## src/sv/utf8_to_cp1251_transcoder_top_defines.svh

```systemverilog
// ---------------------------------------------------------------------------
// UTF-8 to CP1251 transcoder assertion macros
// Shared concurrent assertion forms, clocked on aclk and muted in reset.
// ---------------------------------------------------------------------------
`ifndef UTF8_TO_CP1251_TRANSCODER_TOP_DEFINES_SVH
`define UTF8_TO_CP1251_TRANSCODER_TOP_DEFINES_SVH

// Same-cycle implication: when ante holds, cons must hold in that cycle.
`define U8CP_ASSERT_NOW(label, ante, cons, msg) \
    label: assert property (@(posedge aclk) disable iff (!aresetn) \
        (ante) |-> (cons)) else $error(msg);

// Next-cycle implication: when ante holds, cons must hold in the next cycle.
`define U8CP_ASSERT_NEXT(label, ante, cons, msg) \
    label: assert property (@(posedge aclk) disable iff (!aresetn) \
        (ante) |=> (cons)) else $error(msg);

`endif

```

## src/sv/u8cp_pkg.sv

```systemverilog
// ---------------------------------------------------------------------------
// UTF-8 to CP1251 transcoder package
// Result record, field widths, reset constants and the code page mapping.
// ---------------------------------------------------------------------------
package u8cp_pkg;

    localparam int unsigned BYTE_W  = 8;
    localparam int unsigned COUNT_W = 16;
    localparam int unsigned ACC_W   = 21;
    localparam int unsigned LEFT_W  = 2;

    localparam logic [COUNT_W-1:0] CAPACITY_RESET = 16'd160;

    localparam logic [ACC_W-1:0]  CYR_FIRST   = 21'h000410;
    localparam logic [ACC_W-1:0]  CYR_LAST    = 21'h00044F;
    localparam logic [BYTE_W-1:0] CYR_BASE    = 8'hC0;
    localparam logic [BYTE_W-1:0] UNKNOWN_CHR = 8'h3F;

    typedef struct packed {
        logic [COUNT_W-1:0] out_count;
        logic               is_end;
        logic [BYTE_W-1:0]  code_byte;
    } result_t;

    // Maps one Unicode code point to its Windows-1251 byte, '?' when absent (U+2039, U+203A, U+2192 differ).
    function automatic logic [BYTE_W-1:0] map_cp1251(input logic [ACC_W-1:0] cp);
        logic [BYTE_W-1:0] code;
        code = UNKNOWN_CHR;
        if (cp < 21'h000080) begin
            code = cp[BYTE_W-1:0];
        end else if (cp >= CYR_FIRST && cp <= CYR_LAST) begin
            code = CYR_BASE + BYTE_W'(cp - CYR_FIRST);
        end else begin
            case (cp)
                21'h000401: code = 8'hA8;
                21'h000451: code = 8'hB8;
                21'h000404: code = 8'hAA;
                21'h000454: code = 8'hBA;
                21'h000406: code = 8'hB2;
                21'h000456: code = 8'hB3;
                21'h000407: code = 8'hAF;
                21'h000457: code = 8'hBF;
                21'h000490: code = 8'hA5;
                21'h000491: code = 8'hB4;
                21'h0000A0, 21'h0000A4, 21'h0000A6, 21'h0000A7, 21'h0000A9,
                21'h0000AB, 21'h0000AC, 21'h0000AE, 21'h0000B0, 21'h0000B1,
                21'h0000B5, 21'h0000B6, 21'h0000B7, 21'h0000BB:
                    code = cp[BYTE_W-1:0];
                21'h002013: code = 8'h96;
                21'h002014: code = 8'h97;
                21'h002018: code = 8'h91;
                21'h002019: code = 8'h92;
                21'h00201C: code = 8'h93;
                21'h00201D: code = 8'h94;
                21'h002022: code = 8'h95;
                21'h002026: code = 8'h85;
                21'h002116: code = 8'hB9;
                21'h0020AC: code = 8'h88;
                21'h002122: code = 8'h99;
                21'h002192: code = 8'hBB;
                21'h00203A: code = 8'hBB;
                21'h002039: code = 8'hAB;
                default:    code = UNKNOWN_CHR;
            endcase
        end
        return code;
    endfunction

endpackage

```

## src/sv/u8cp_decoder.sv

```systemverilog
// ---------------------------------------------------------------------------
// UTF-8 sequence decoder
// Holds the open sequence and the emitted count, builds at most one result per byte.
// ---------------------------------------------------------------------------
`include "utf8_to_cp1251_transcoder_top_defines.svh"

module u8cp_decoder (
    input  logic                        aclk,
    input  logic                        aresetn,
    input  logic                        step,
    input  logic [u8cp_pkg::BYTE_W-1:0]  in_byte,
    input  logic [u8cp_pkg::COUNT_W-1:0] capacity,
    output logic                        res_valid,
    output u8cp_pkg::result_t           res
);
    import u8cp_pkg::*;

    logic [ACC_W-1:0]   code_acc_reg,   code_acc_next;
    logic [LEFT_W-1:0]  bytes_left_reg, bytes_left_next;
    logic [COUNT_W-1:0] emitted_reg,    emitted_next;

    logic               has_room;
    logic               emit_code;
    logic [ACC_W-1:0]   acc_shifted;

    // There is room while emitted + 1 is still below the buffer size.
    assign has_room    = ({1'b0, emitted_reg} + 17'd1) < {1'b0, capacity};
    assign acc_shifted = {code_acc_reg[ACC_W-7:0], in_byte[5:0]};

    always_comb begin
        code_acc_next   = code_acc_reg;
        bytes_left_next = bytes_left_reg;
        emitted_next    = emitted_reg;
        emit_code       = 1'b0;
        res_valid       = 1'b0;
        res             = '0;
        if (in_byte == '0) begin
            // Terminator: drop any partial sequence and report the count unless capacity is zero.
            code_acc_next   = '0;
            bytes_left_next = '0;
            emitted_next    = '0;
            res_valid       = (capacity != '0);
            res.is_end      = 1'b1;
            res.out_count   = emitted_reg;
        end else if (has_room) begin
            if (bytes_left_reg != '0) begin
                // Continuations are not checked; only six bits are kept.
                code_acc_next   = acc_shifted;
                bytes_left_next = bytes_left_reg - 2'd1;
                emit_code       = (bytes_left_reg == 2'd1);
            end else if (!in_byte[7]) begin
                code_acc_next = {13'd0, in_byte};
                emit_code     = 1'b1;
            end else if (in_byte[7:5] == 3'b110) begin
                code_acc_next   = {16'd0, in_byte[4:0]};
                bytes_left_next = 2'd1;
            end else if (in_byte[7:4] == 4'b1110) begin
                code_acc_next   = {17'd0, in_byte[3:0]};
                bytes_left_next = 2'd2;
            end else if (in_byte[7:3] == 5'b11110) begin
                code_acc_next   = {18'd0, in_byte[2:0]};
                bytes_left_next = 2'd3;
            end
            if (emit_code) begin
                emitted_next  = emitted_reg + 16'd1;
                res_valid     = 1'b1;
                res.code_byte = map_cp1251(code_acc_next);
            end
        end
    end

    always_ff @(posedge aclk) begin
        if (!aresetn) begin
            code_acc_reg   <= '0;
            bytes_left_reg <= '0;
            emitted_reg    <= '0;
        end else if (step) begin
            code_acc_reg   <= code_acc_next;
            bytes_left_reg <= bytes_left_next;
            emitted_reg    <= emitted_next;
        end
    end

    `U8CP_ASSERT_NEXT(a_clear_after_end, step && in_byte == '0,
        bytes_left_reg == '0 && emitted_reg == '0 && code_acc_reg == '0,
        "state not cleared after terminator")
    `U8CP_ASSERT_NOW(a_code_fits, step && in_byte != '0 && res_valid,
        ({1'b0, emitted_reg} + 17'd1) < {1'b0, capacity},
        "code byte emitted with no room")
    `U8CP_ASSERT_NOW(a_count_only_on_end, res_valid && !res.is_end,
        res.out_count == '0, "count set on a code byte")
    `U8CP_ASSERT_NOW(a_end_is_zero, res_valid && res.is_end,
        res.code_byte == '0, "terminator carries a nonzero byte")

endmodule

```

## src/sv/u8cp_out_stage.sv

```systemverilog
// ---------------------------------------------------------------------------
// Result register
// Holds one result for the master side and reports when it can take another.
// ---------------------------------------------------------------------------
module u8cp_out_stage (
    input  logic              aclk,
    input  logic              aresetn,
    input  logic              load,
    input  u8cp_pkg::result_t res,
    output logic              out_free,
    output logic              m_tvalid,
    input  logic              m_tready,
    output logic [23:0]       m_tdata,   // code_byte [7:0], out_count [23:8]
    output logic              m_tlast    // is_end
);
    import u8cp_pkg::*;

    logic    vld_reg;
    result_t res_reg;

    assign out_free = !vld_reg || m_tready;

    always_ff @(posedge aclk) begin
        if (!aresetn) begin
            vld_reg <= 1'b0;
        end else if (out_free) begin
            vld_reg <= load;
        end
    end

    always_ff @(posedge aclk) begin
        if (out_free && load) begin
            res_reg <= res;
        end
    end

    assign m_tvalid = vld_reg;
    assign m_tdata  = {res_reg.out_count, res_reg.code_byte};
    assign m_tlast  = res_reg.is_end;

endmodule

```

## src/sv/utf8_to_cp1251_transcoder_top.sv

```systemverilog
// ---------------------------------------------------------------------------
// UTF-8 to Windows-1251 transcoder, top level
// Input byte register, sequence decoder with code page map, result register.
// ---------------------------------------------------------------------------
// Path: an accepted byte is held in the input register, then its result in the result register that drives m_.
// Throughput: one byte per cycle while the master side does not stall; the decode state updates on each step.
// A stalled master side holds the result; one more byte waits in the input register.
// Reset (aresetn low, synchronous) empties both registers, closes any open sequence,
// clears the emitted count and sets the capacity register to 160.
module utf8_to_cp1251_transcoder_top (
    input  logic        aclk,
    input  logic        aresetn,
    // Input byte channel.
    input  logic        s_tvalid,
    output logic        s_tready,
    input  logic [7:0]  s_tdata,    // in_byte [7:0]
    // Result channel.
    output logic        m_tvalid,
    input  logic        m_tready,
    output logic [23:0] m_tdata,    // code_byte [7:0], out_count [23:8]
    output logic        m_tlast,    // is_end
    // Capacity register write channel.
    input  logic        cfg_valid,
    output logic        cfg_ready,
    input  logic [15:0] cfg_data    // capacity
);
    import u8cp_pkg::*;

    logic [COUNT_W-1:0] capacity_reg;
    logic               in_vld_reg;
    logic [BYTE_W-1:0]  in_byte_reg;

    logic               out_free;
    logic               step;
    logic               res_valid;
    result_t            res;

    // The capacity register takes a write request in any cycle.
    assign cfg_ready = 1'b1;

    always_ff @(posedge aclk) begin
        if (!aresetn) begin
            capacity_reg <= CAPACITY_RESET;
        end else if (cfg_valid) begin
            capacity_reg <= cfg_data;
        end
    end

    // The held byte is decoded whenever the result register can take its
    // result, so the input register frees up in the same cycle.
    assign step     = in_vld_reg && out_free;
    assign s_tready = !in_vld_reg || out_free;

    always_ff @(posedge aclk) begin
        if (!aresetn) begin
            in_vld_reg <= 1'b0;
        end else if (s_tready) begin
            in_vld_reg <= s_tvalid;
        end
    end

    always_ff @(posedge aclk) begin
        if (s_tready && s_tvalid) begin
            in_byte_reg <= s_tdata;
        end
    end

    u8cp_decoder u_decoder (
        .aclk      (aclk),
        .aresetn   (aresetn),
        .step      (step),
        .in_byte   (in_byte_reg),
        .capacity  (capacity_reg),
        .res_valid (res_valid),
        .res       (res)
    );

    // Bytes that finish no code point consume a step but load no result.
    u8cp_out_stage u_out_stage (
        .aclk     (aclk),
        .aresetn  (aresetn),
        .load     (step && res_valid),
        .res      (res),
        .out_free (out_free),
        .m_tvalid (m_tvalid),
        .m_tready (m_tready),
        .m_tdata  (m_tdata),
        .m_tlast  (m_tlast)
    );

endmodule
```

## config.mk

```make
export PLATFORM = sky130hd
export DESIGN_NAME = utf8_to_cp1251_transcoder_top
export DESIGN_NICKNAME = d
export VERILOG_FILES = /design/src/sv/u8cp_pkg.sv /design/src/sv/u8cp_decoder.sv /design/src/sv/u8cp_out_stage.sv /design/src/sv/utf8_to_cp1251_transcoder_top.sv
export VERILOG_INCLUDE_DIRS = /design/src /design/src/sv
export SDC_FILE = /design/constraint.sdc
export NUM_CORES = 1
export LEC_CHECK = 0
export BUFFER_PORTS_ARGS = -buffer_cell sky130_fd_sc_hd__buf_2
export CAP_MARGIN = 20
export CORE_MARGIN = 4
export CORE_UTILIZATION = 58
export CTS_CLUSTER_DIAMETER = 200
export CTS_CLUSTER_SIZE = 30
export DETAILED_ROUTE_END_ITERATION = 12
export MAX_ROUTING_LAYER = met4
export PLACE_DENSITY = 0.86
export SLEW_MARGIN = 20
export SYNTH_ARGS = -nofsm -noshare
export SYNTH_HDL_FRONTEND = slang
export SYNTH_SLANG_ARGS = --single-unit
```

## constraint.sdc

```tcl
create_clock -name aclk -period 5.9 [get_ports aclk]
set_clock_uncertainty 0.2 [all_clocks]
set_input_delay 1.18 -clock aclk [delete_from_list [all_inputs] [get_ports aclk]]
set_output_delay 1.18 -clock aclk [all_outputs]
set_load 0.005 [all_outputs]
```

==> results of run 1 <==
==> power by group through the flow <==
stage | Clock (uW) | Sequential (uW) | Combinational (uW)
final | 464 | 685 | 184
after global routing | 497 | 688 | 202
after CTS | 468 | 684 | 180
after detailed placement | 0 | 698 | 179
after global placement | 0 | 697 | 176
after floorplan | 0 | 687 | 136
==> cells by family (layout without fill, tap and decap cells) <==
kind of cell / count (synthesis) / after routing / share of synthesized area, %
AO/OA/AOI/OAI: 169 / 169 / 23.17
XOR/XNOR: 9 / 9 / 1.456
adder cells (fa/ha/maj): 18 / 18 / 4.159
buffers and inverters: 56 / 103 / 4.505
flip-flops: 90 / 90 / 39.37
multiplexers: 27 / 27 / 5.153
other: 1 / 1 / 0.06925
AND/OR/NAND/NOR: 225 / 225 / 22.11
==> area by class of cell <==
| cell class | count | area [sq um] |
|---|---|---|
| repair buffers | 60 | 312.8 |
| well taps | 108 | 135.1 |
| inverters | 27 | 101.3 |
| clock inverters | 5 | 57.56 |
| fillers | 685 | 2948 |
| multi-input cells | 449 | 3042 |
| flip-flops and latches | 90 | 2132 |
| clock buffers | 11 | 162.7 |
==> per-layer routing <==
layer  global-route usage (%)  vias up
li1                         -     2324
met4                    7.404        0
met5                        -        -
met3                    4.871       25
met1                    38.00     2327
met2                    38.33      287
==> critical path, stage by stage (launching register included) <==
cell,delay [ns]
dfxtp_1,0.44
ha_1,0.27
and3_1,0.21
and3_1,0.23
and3_1,0.23
nand3_1,0.11
xnor2_1,0.21
ha_1,0.28
a21o_1,0.18
a21o_1,0.17
a21o_1,0.16
a21oi_1,0.14
o221ai_1,0.20
a2111oi_2,0.71
nand2_1,0.32
nor3_2,0.53
mux2_2,0.26
==> cells in the mapped netlist (all sizes together), types with 3 or more instances <==
library cell  number  share of area, %
mux2               7               1.5
o21ai             28               2.7
a22o              21               3.4
dfxtp             57                21
nand2b             8              0.92
nand2             47               3.3
edfxtp            33                18
o22ai              5              0.58
or3                5              0.60
xor2               3              0.49
nor4              14               2.2
or2                9               1.0
ha                18               4.2
nand3             23               2.1
nand4              9               1.0
a22oi              3              0.42
nor3              10               1.0
o211ai             7               1.1
xnor2              6              0.97
and2              22               2.6
nor2b              3              0.35
a31o               8               1.3
a31oi              3              0.35
o2111a             3              0.67
nor2              52               3.7
buf               14               1.6
a21o               6              0.83
clkbuf            15               1.0
inv               27               1.9
o21a               4              0.55
a32o               4              0.76
a211oi            13               2.1
a21boi             4              0.55
a21oi             36               3.5
and3               8              0.92
o2111ai            7               1.1
or4                3              0.49
mux2i             20               3.7
==> per-stage QoR <==
stage          power [uW]  instance area [sq um]
2_1_floorplan       823.0                   5415
6_report             1333                   5943
4_1_cts              1332                   5943
5_1_grt              1387                   5943
3_3_place_gp        872.9                   5723
3_5_place_dp        876.7                   5723
==> worst min-delay path by stage <==
stage,start,end,slack (ns),cells past startpoint
finish,u_decoder.code_acc_reg[20],u_decoder.code_acc_reg[20],0.29,1
global route,u_decoder.code_acc_reg[20],u_decoder.code_acc_reg[20],0.30,1
CTS,u_decoder.code_acc_reg[20],u_decoder.code_acc_reg[20],0.29,1
detailed placement,u_decoder.code_acc_reg[20],u_decoder.code_acc_reg[20],0.27,1
global placement,u_decoder.code_acc_reg[17],u_decoder.code_acc_reg[17],0.26,1
floorplan,u_decoder.code_acc_reg[16],u_decoder.code_acc_reg[16],0.24,1
==> results.toml, run 1 <==
[synthesis]
ys_seq_elements = 90
synth.avg_cell_area_sq_um = 9.101
synth_cells = 595
synth-edff-count = 33
synth_nets = 642
async_flop_share_pct = 0
yosysWarnings = 0
synthFlopType = "dfxtp_1"
post_synth_instance_area_sq_um = 5415
ys_seq_area_share_pct = 39.37
ys_types = 78

[grt]
grt_start_max_net_pins = 26
grt_pass1_wl_mm = 22.89
grt-ovfl-total = 0
grt_pass1_vias = 4417
antenna_found_initial = 0
grt_use_total_pct = 26.43

[sta]
holdWs_ns = 0.2891
setup_viol = 0
fmax_ghz = 0.2037
rsz0062_at_grt = "false"
period_share_pct = 83.20
tightest_slew_ns = 0.8971
fin_crit_ns = 4.909
report.final.slew_viol_count = 0
max-slew-margin-rel_pct = 39.97
finalHoldViolations = 0
tns_ns = 0
setup_slack_ns = 0.9913

[routing]
vias = 4963
vias_per_cell = 6.617
top_layer = "met4"
wl_per_cell_microns = 18.99
wl_met1_mm = 6.609
wl_met3_mm = 1.203
wl_met2_mm = 6.238
remaining_drc_errors = 0
ant_nets = 0
drt_first_pass_iters = 5
wirelength_mm = 14.25
drt_first_iter_violations = 541

[power]
netSwitchingFraction_pct = 27.64
p_leak_uw = 0.002459
internal-power_uw = 964.6
netSwitchingPower_uw = 368.5
p_per_area_nw_per_um2 = 224.3
p_seq_share_pct = 51.3
ir_worst_vdd_uv = 223.5
combPwrFrac_pct = 13.8
clockPowerShare_pct = 34.8

[place]
gp_congestion = 0.9428
hpwl_mm = 10.55
dp_cells = 734
port_buffers = 55
dpl_worst_slack_ns = 1.104

[floorplan]
row_count = 34
die_width_microns = 104.6
io_pins = 57
start_util_pct = 60.91
die_area_sq_um = 10950
core-area_sq_um = 8891
die_y_microns = 104.6

[cts]
cts_hold_buf = 0
post_cts_resized = 0
clock-sinks = 90
cts_setup_buffers = 0
h-tree-depth = 3
cts_tree = "yes"
cts_buffer_depth = 2
clk_pin_slew_ns = 0.08
insertion_delay_ns = 0.36
clockRootBuffer = "clkbuf_8"
numCtsBuffers = 9

[outcome]
status = "complete, no violations"

[setup_path]
worstSetupPathType = "reg -> reg"
worstPathRequired_ns = 6.00
timing.reg2reg.setup_slack_ns = 0.99
timing.rr.end = "u_decoder.emitted_reg[0]"
arrival_ns = 5.00
cp-endpoint = "u_decoder.emitted_reg[0]"
r2r_cells = 16
crit_start = "u_decoder.emitted_reg[0]"
cp_max_fo = 9
r2r-start = "u_decoder.emitted_reg[0]"
end_kind = "register"
critPathLaunchType = "register"

[cells_and_area]
final_util_pct = 66.84
final_cell_mix = "dfxtp_1 (57), buf_2 (55), nor2_1 (50)"
antenna_cells = 0
layout-drive-gt1-share_pct = 18.38
nets = 684
final_common_cell = "dfxtp_1"
syn2layout_area_growth_pct = 9.750
stdcell_count = 750
largest_register_ffs = 24

[flow_run]
cap_violations = 0

[min_path]
hp-class = "reg -> reg"
Power figures use the tool's default switching activity.
==> run 2: changes to the inputs <==
--- a/config.mk
+++ b/config.mk
@@ -9,12 +9,12 @@
 export BUFFER_PORTS_ARGS = -buffer_cell sky130_fd_sc_hd__buf_2
 export CAP_MARGIN = 20
 export CORE_MARGIN = 4
-export CORE_UTILIZATION = 58
+export CORE_UTILIZATION = 54
 export CTS_CLUSTER_DIAMETER = 200
 export CTS_CLUSTER_SIZE = 30
 export DETAILED_ROUTE_END_ITERATION = 12
 export MAX_ROUTING_LAYER = met4
-export PLACE_DENSITY = 0.86
+export PLACE_DENSITY = 0.84
 export SLEW_MARGIN = 20
 export SYNTH_ARGS = -nofsm -noshare
 export SYNTH_HDL_FRONTEND = slang
==> constraint.sdc (replaced) <==
create_clock -name aclk -period 4.02 [get_ports aclk]
set_clock_uncertainty 0.2 [all_clocks]
set_input_delay 0.804 -clock aclk [delete_from_list [all_inputs] [get_ports aclk]]
set_output_delay 0.804 -clock aclk [all_outputs]
set_load 0.005 [all_outputs]
==> run 2 against run 1 <==
The flow now finishes with violations (negative setup slack). Fmax grew 20%. Global-route usage fell by 0.57 points. Combinational power up 68%. Worst hold slack lost 0.00059 ns. Clock-buffer cell count shrank 2. Cell count is 7.6% higher. Non-clock buffer count increased by 32. Sequential share of layout area down 2.5 points. Via count grew 2.2%. Utilization fell by 1.3 points. Worst setup slack lost 1.1 ns. Critical path type unchanged. Largest power group unchanged. Highest routed layer unchanged.
==> results.toml, run 2 (synthesis gave the netlist of run 1 again) <==
[outcome]
status = "complete, but fails checks"
violations = "negative setup slack"

[flow_run]
cap_violations = 0

[grt]
grt_use_total_pct = 25.86
grt-ovfl-total = 0
grt_pass1_vias = 4551
grt_start_max_net_pins = 31
grt_pass1_wl_mm = 23.09
antenna_found_initial = 0

[floorplan]
row_count = 36
die_y_microns = 108.1
io_pins = 57
die_area_sq_um = 11690
core-area_sq_um = 9774
die_width_microns = 108.1
start_util_pct = 55.40

[setup_path]
path_buf_inv = 1
path_cells = "ha_4, and3_4, and3_4, and3_4, nand3_4, xnor2_2, ha_1, a21o_1, a21o_1, a21o_1, a21oi_2, o221ai_4, a2111oi_4, or2_4, o21ai_4, nor2_4, clkbuf_16"
cp_slowest_cell = "dfxtp_4"
cp_top_family = "compound AO/OA/AOI/OAI gates"
arrival_ns = 4.00
worstPathRequired_ns = 3.92
slowest_delay_ns = 0.40
cp_max_fo = 6
worstSetupPathType = "reg -> reg"
end_kind = "register"
critPathLaunchType = "register"

[power]
p_leak_uw = 0.002647
p_per_area_nw_per_um2 = 298.9
ir_worst_vdd_uv = 283.2

[sta]
report.final.slew_viol_count = 0
tightest_slew_ns = 0.9521
rsz0062_at_grt = "true"
finalHoldViolations = 0
tns_ns = -1.364
max-slew-margin-rel_pct = 36.46
setup_slack_ns = -0.08360
setup_viol = 26
holdWs_ns = 0.2885
fmax_ghz = 0.2437
fin_crit_ns = 4.104
period_share_pct = 102.1

[routing]
ant_nets = 0
vias = 5072
drt_first_pass_iters = 5
drt_first_iter_violations = 530
wl_per_cell_microns = 18.70
vias_per_cell = 6.285
wirelength_mm = 15.09
remaining_drc_errors = 0

[cells_and_area]
nets = 716
n_fill_cell = 784
final_cell_mix = "dfxtp_1 (55), buf_2 (55), nor2_1 (50)"
syn2layout_area_growth_pct = 18.37
largest_register_ffs = 24
antenna_cells = 0
layout-drive-gt1-share_pct = 25.82

[cts]
numCtsBuffers = 9
clockRootBuffer = "clkbuf_8"
cts_buffer_depth = 2
clk_pin_slew_ns = 0.10
h-tree-depth = 3
clock-sinks = 90
insertion_delay_ns = 0.39
cts_tree = "yes"

[place]
hpwl_mm = 10.90
gp_congestion = 0.9937
port_buffers = 55

[min_path]
hp-class = "reg -> reg"
==> run 2: cell count changes in the layout (fill, tap and decap cells not counted), sizes merged <==
cell    change
clkinv      -1
inv         +4
bufinv      -1
buf        +30
==> run 2: area by class of cell <==
type                    count  area, sq um  area share [%]
clock buffers               9        123.9           1.932
clock inverters             7        63.81          0.9955
inverters                  27        101.3           1.581
multi-input cells         449         3202           49.95
flip-flops and latches     90         2137           33.34
well taps                 133        166.4           2.596
repair buffers             92        615.6           9.604
==> run 2: worst paths after layout <==
check                             start                         end  slack [ns]  depth (start not counted)
max reg2reg    u_decoder.emitted_reg[0]      u_out_stage.m_tdata[0]       -0.08                         17
min          u_decoder.code_acc_reg[20]  u_decoder.code_acc_reg[20]        0.29                          1
min reg2reg  u_decoder.code_acc_reg[20]  u_decoder.code_acc_reg[20]        0.29                          1
max            u_decoder.emitted_reg[0]      u_out_stage.m_tdata[0]       -0.08                         17
==> run 2: power by group <==
group	internal, uW	total, uW	switching [uW]
combinational	125	310	185
sequential	971	1000	33.7
clock	241	602	361
total	1340	1920	579
==> run 2: layer usage <==
metal  global-route usage [%]  vias up  share of wire (%)
met3                    4.000       37                9.8
met1                    36.93     2369                 43
li1                         -     2375                  -
met5                        -        -                  0
met4                    8.296        0                2.5
met2                    37.79      291                 45
==> run 2: metrics by stage <==
stage / utilization (%) / instances / setup slack [ns] / area (sq um) / total power, uW
after floorplan: - / 595 / 0.01451 / 5484 / 1211
after global placement: 61.21 / 779 / 0.1525 / 5983 / 1297
after detailed placement: 61.21 / 779 / 0.04554 / 5983 / 1304
after CTS: 63.13 / 795 / 0.02533 / 6171 / 1893
after global routing: 65.58 / 807 / -0.2095 / 6410 / 1990
final: 65.58 / 807 / -0.08360 / 6410 / 1916
==> run 2: repair_timing <==
item	4_1_cts	5_1_grt
resized for setup	0	25
buffers inserted	0	8
hold endpoints to repair	0	0
setup endpoints to repair	0	57
hold buffers	0	0
==> run 3: changes to the inputs <==
--- a/config.mk
+++ b/config.mk
@@ -9,12 +9,13 @@
 export BUFFER_PORTS_ARGS = -buffer_cell sky130_fd_sc_hd__buf_2
 export CAP_MARGIN = 20
 export CORE_MARGIN = 4
-export CORE_UTILIZATION = 54
+export CORE_UTILIZATION = 55
+export CTS_BUF_LIST = sky130_fd_sc_hd__clkbuf_8
 export CTS_CLUSTER_DIAMETER = 200
 export CTS_CLUSTER_SIZE = 30
 export DETAILED_ROUTE_END_ITERATION = 12
 export MAX_ROUTING_LAYER = met4
-export PLACE_DENSITY = 0.84
+export PLACE_DENSITY = 0.85
 export SLEW_MARGIN = 20
 export SYNTH_ARGS = -nofsm -noshare
 export SYNTH_HDL_FRONTEND = slang
==> run 3 against run 2 <==
The run still ends with negative setup slack left. Non-clock buffer count increased by 2. Worst hold slack improved by 0.0015 ns. Total power grew 0.69%. Flip-flop and latch count stayed put. Critical path depth rose by 2. Global-route usage is 0.64 points higher. Highest routed layer unchanged.
==> results.toml, run 3 (synthesis gave the netlist of run 1 again) <==
[grt]
grt_start_max_net_pins = 25
grt_pass1_wl_mm = 23.77
grt_use_total_pct = 26.50
grt_pass1_vias = 4677
antenna_found_initial = 0
grt-ovfl-total = 0

[sta]
setup_slack_ns = -0.02908
setup_viol = 23
fin_crit_ns = 4.049
rsz0062_at_grt = "true"
period_share_pct = 100.7
finalHoldViolations = 0
tns_ns = -0.4963
report.final.slew_viol_count = 0
tightest_slew_ns = 0.5986
max-slew-margin-rel_pct = 60.05
fmax_ghz = 0.2470

[routing]
wirelength_mm = 15.33
top_layer = "met4"
vias_per_cell = 6.434
wl_met3_mm = 1.389
drt_first_pass_iters = 5
vias = 5179
drt_first_iter_violations = 451
ant_nets = 0
wl_met2_mm = 6.961
wl_met1_mm = 6.612
wl_per_cell_microns = 19.04
remaining_drc_errors = 0

[setup_path]
cp_max_fo = 6
critPathLaunchType = "register"
arrival_ns = 3.96
end_kind = "register"
worstSetupPathType = "reg -> reg"
worstPathRequired_ns = 3.93

[cells_and_area]
largest_register_ffs = 24
n_fill_cell = 713
syn2layout_area_growth_pct = 19.55
final_cell_mix = "dfxtp_1 (55), buf_2 (55), nor2_1 (49)"
nets = 718
antenna_cells = 0
final_util_pct = 68.76
layout-drive-gt1-share_pct = 26.48

[cts]
cts_tree = "yes"
insertion_delay_ns = 0.37
h-tree-depth = 3
cts_hold_buf = 0
numCtsBuffers = 9
cts_buffer_depth = 2
clockRootBuffer = "clkbuf_8"
clk_pin_slew_ns = 0.11
clock-sinks = 90

[place]
gp_congestion = 0.9619
hpwl_mm = 11.15
port_buffers = 55

[min_path]
hp-class = "reg -> reg"

[power]
internal-power_uw = 1342
clockPowerShare_pct = 31.8
combPwrFrac_pct = 16.3
ir_worst_vdd_uv = 221.3
p_seq_share_pct = 52.0
netSwitchingPower_uw = 587.5
p_per_area_nw_per_um2 = 298.0
p_leak_uw = 0.002659
netSwitchingFraction_pct = 30.45

[outcome]
status = "complete, but fails checks"
violations = "negative setup slack"

[floorplan]
row_count = 35
io_pins = 57
start_util_pct = 57.51
core-area_sq_um = 9415
die_y_microns = 107.2
die_area_sq_um = 11500
die_width_microns = 107.2

[flow_run]
cap_violations = 0
## run 3: cell count changes in the layout (fill, tap and decap cells not counted), sizes merged
cell      delta
inv          -2
clkinv       +1
clkinvlp     +1
buf          +2
## run 3: power groups by stage
stage	registers, uW	logic [uW]	clock network (uW)
after floorplan	1010	204	0
after global placement	1020	277	0
after detailed placement	1020	282	0
after CTS	1000	294	612
after global routing	1010	339	652
final	1000	314	613
## run 3: stage by stage
step | area [sq um] | hold WS, ns | cells | setup WS, ns | total power, uW
after CTS | 6275 | 0.2862 | 798 | -0.02700 | 1907
after detailed placement | 5986 | 0.2622 | 776 | -0.02859 | 1304
after global placement | 5986 | 0.2588 | 776 | 0.1348 | 1298
final | 6474 | 0.2900 | 805 | -0.02908 | 1929
after global routing | 6474 | 0.3221 | 805 | -0.1618 | 1997
after floorplan | 5484 | 0.2431 | 595 | 0.01451 | 1211
## run 3: metal layers
metal | vias to the layer above | GRT usage [%]
met1 | 2454 | 37.84
met2 | 300 | 39.86
met3 | 41 | 2.950
met5 | - | -
met4 | 0 | 7.854
li1 | 2384 | -
## run 3: cell type report
| cell class | count | area (sq um) | share of cell area (%) |
|---|---|---|---|
| sequential | 90 | 2140 | 33.05 |
| tap | 129 | 161.4 | 2.493 |
| timing repair buffer | 94 | 646.9 | 9.992 |
| inverter | 27 | 101.3 | 1.566 |
| clock buffer | 9 | 123.9 | 1.913 |
| multi-input combinational | 449 | 3231 | 49.90 |
| clock inverter | 7 | 70.07 | 1.082 |
## run 3: final timing paths
path	start	to	slack (ns)	cells past startpoint
max	u_decoder.emitted_reg[1]	u_out_stage.m_tdata[17]	-0.03	19
min	u_decoder.code_acc_reg[16]	u_decoder.code_acc_reg[16]	0.29	1
max reg2reg	u_decoder.emitted_reg[1]	u_out_stage.m_tdata[17]	-0.03	19
min reg2reg	u_decoder.code_acc_reg[16]	u_decoder.code_acc_reg[16]	0.29	1
## run 3: worst max-delay path, stage by stage (launching register included)
cell and delay, ns:
dfxtp_4 0.40, ha_4 0.14, and3_4 0.19, and3_4 0.22, and3_4 0.23, nand3_4 0.10, xnor2_4 0.23, ha_4 0.23
a21o_1 0.17, a21o_1 0.17, a21o_1 0.18, a21oi_2 0.16, o221ai_4 0.14, a2111oi_4 0.25, buf_4 0.17, or2_4 0.13
o21ai_4 0.07, nor2_4 0.12, buf_6 0.14, clkbuf_16 0.14
## run 3: repair_timing
action / CTS / global route
cloned: 1 / 2
pin swaps: 5 / 4
setup endpoints to repair: 10 / 48
setup buffers: 5 / 5
resized for setup: 8 / 19
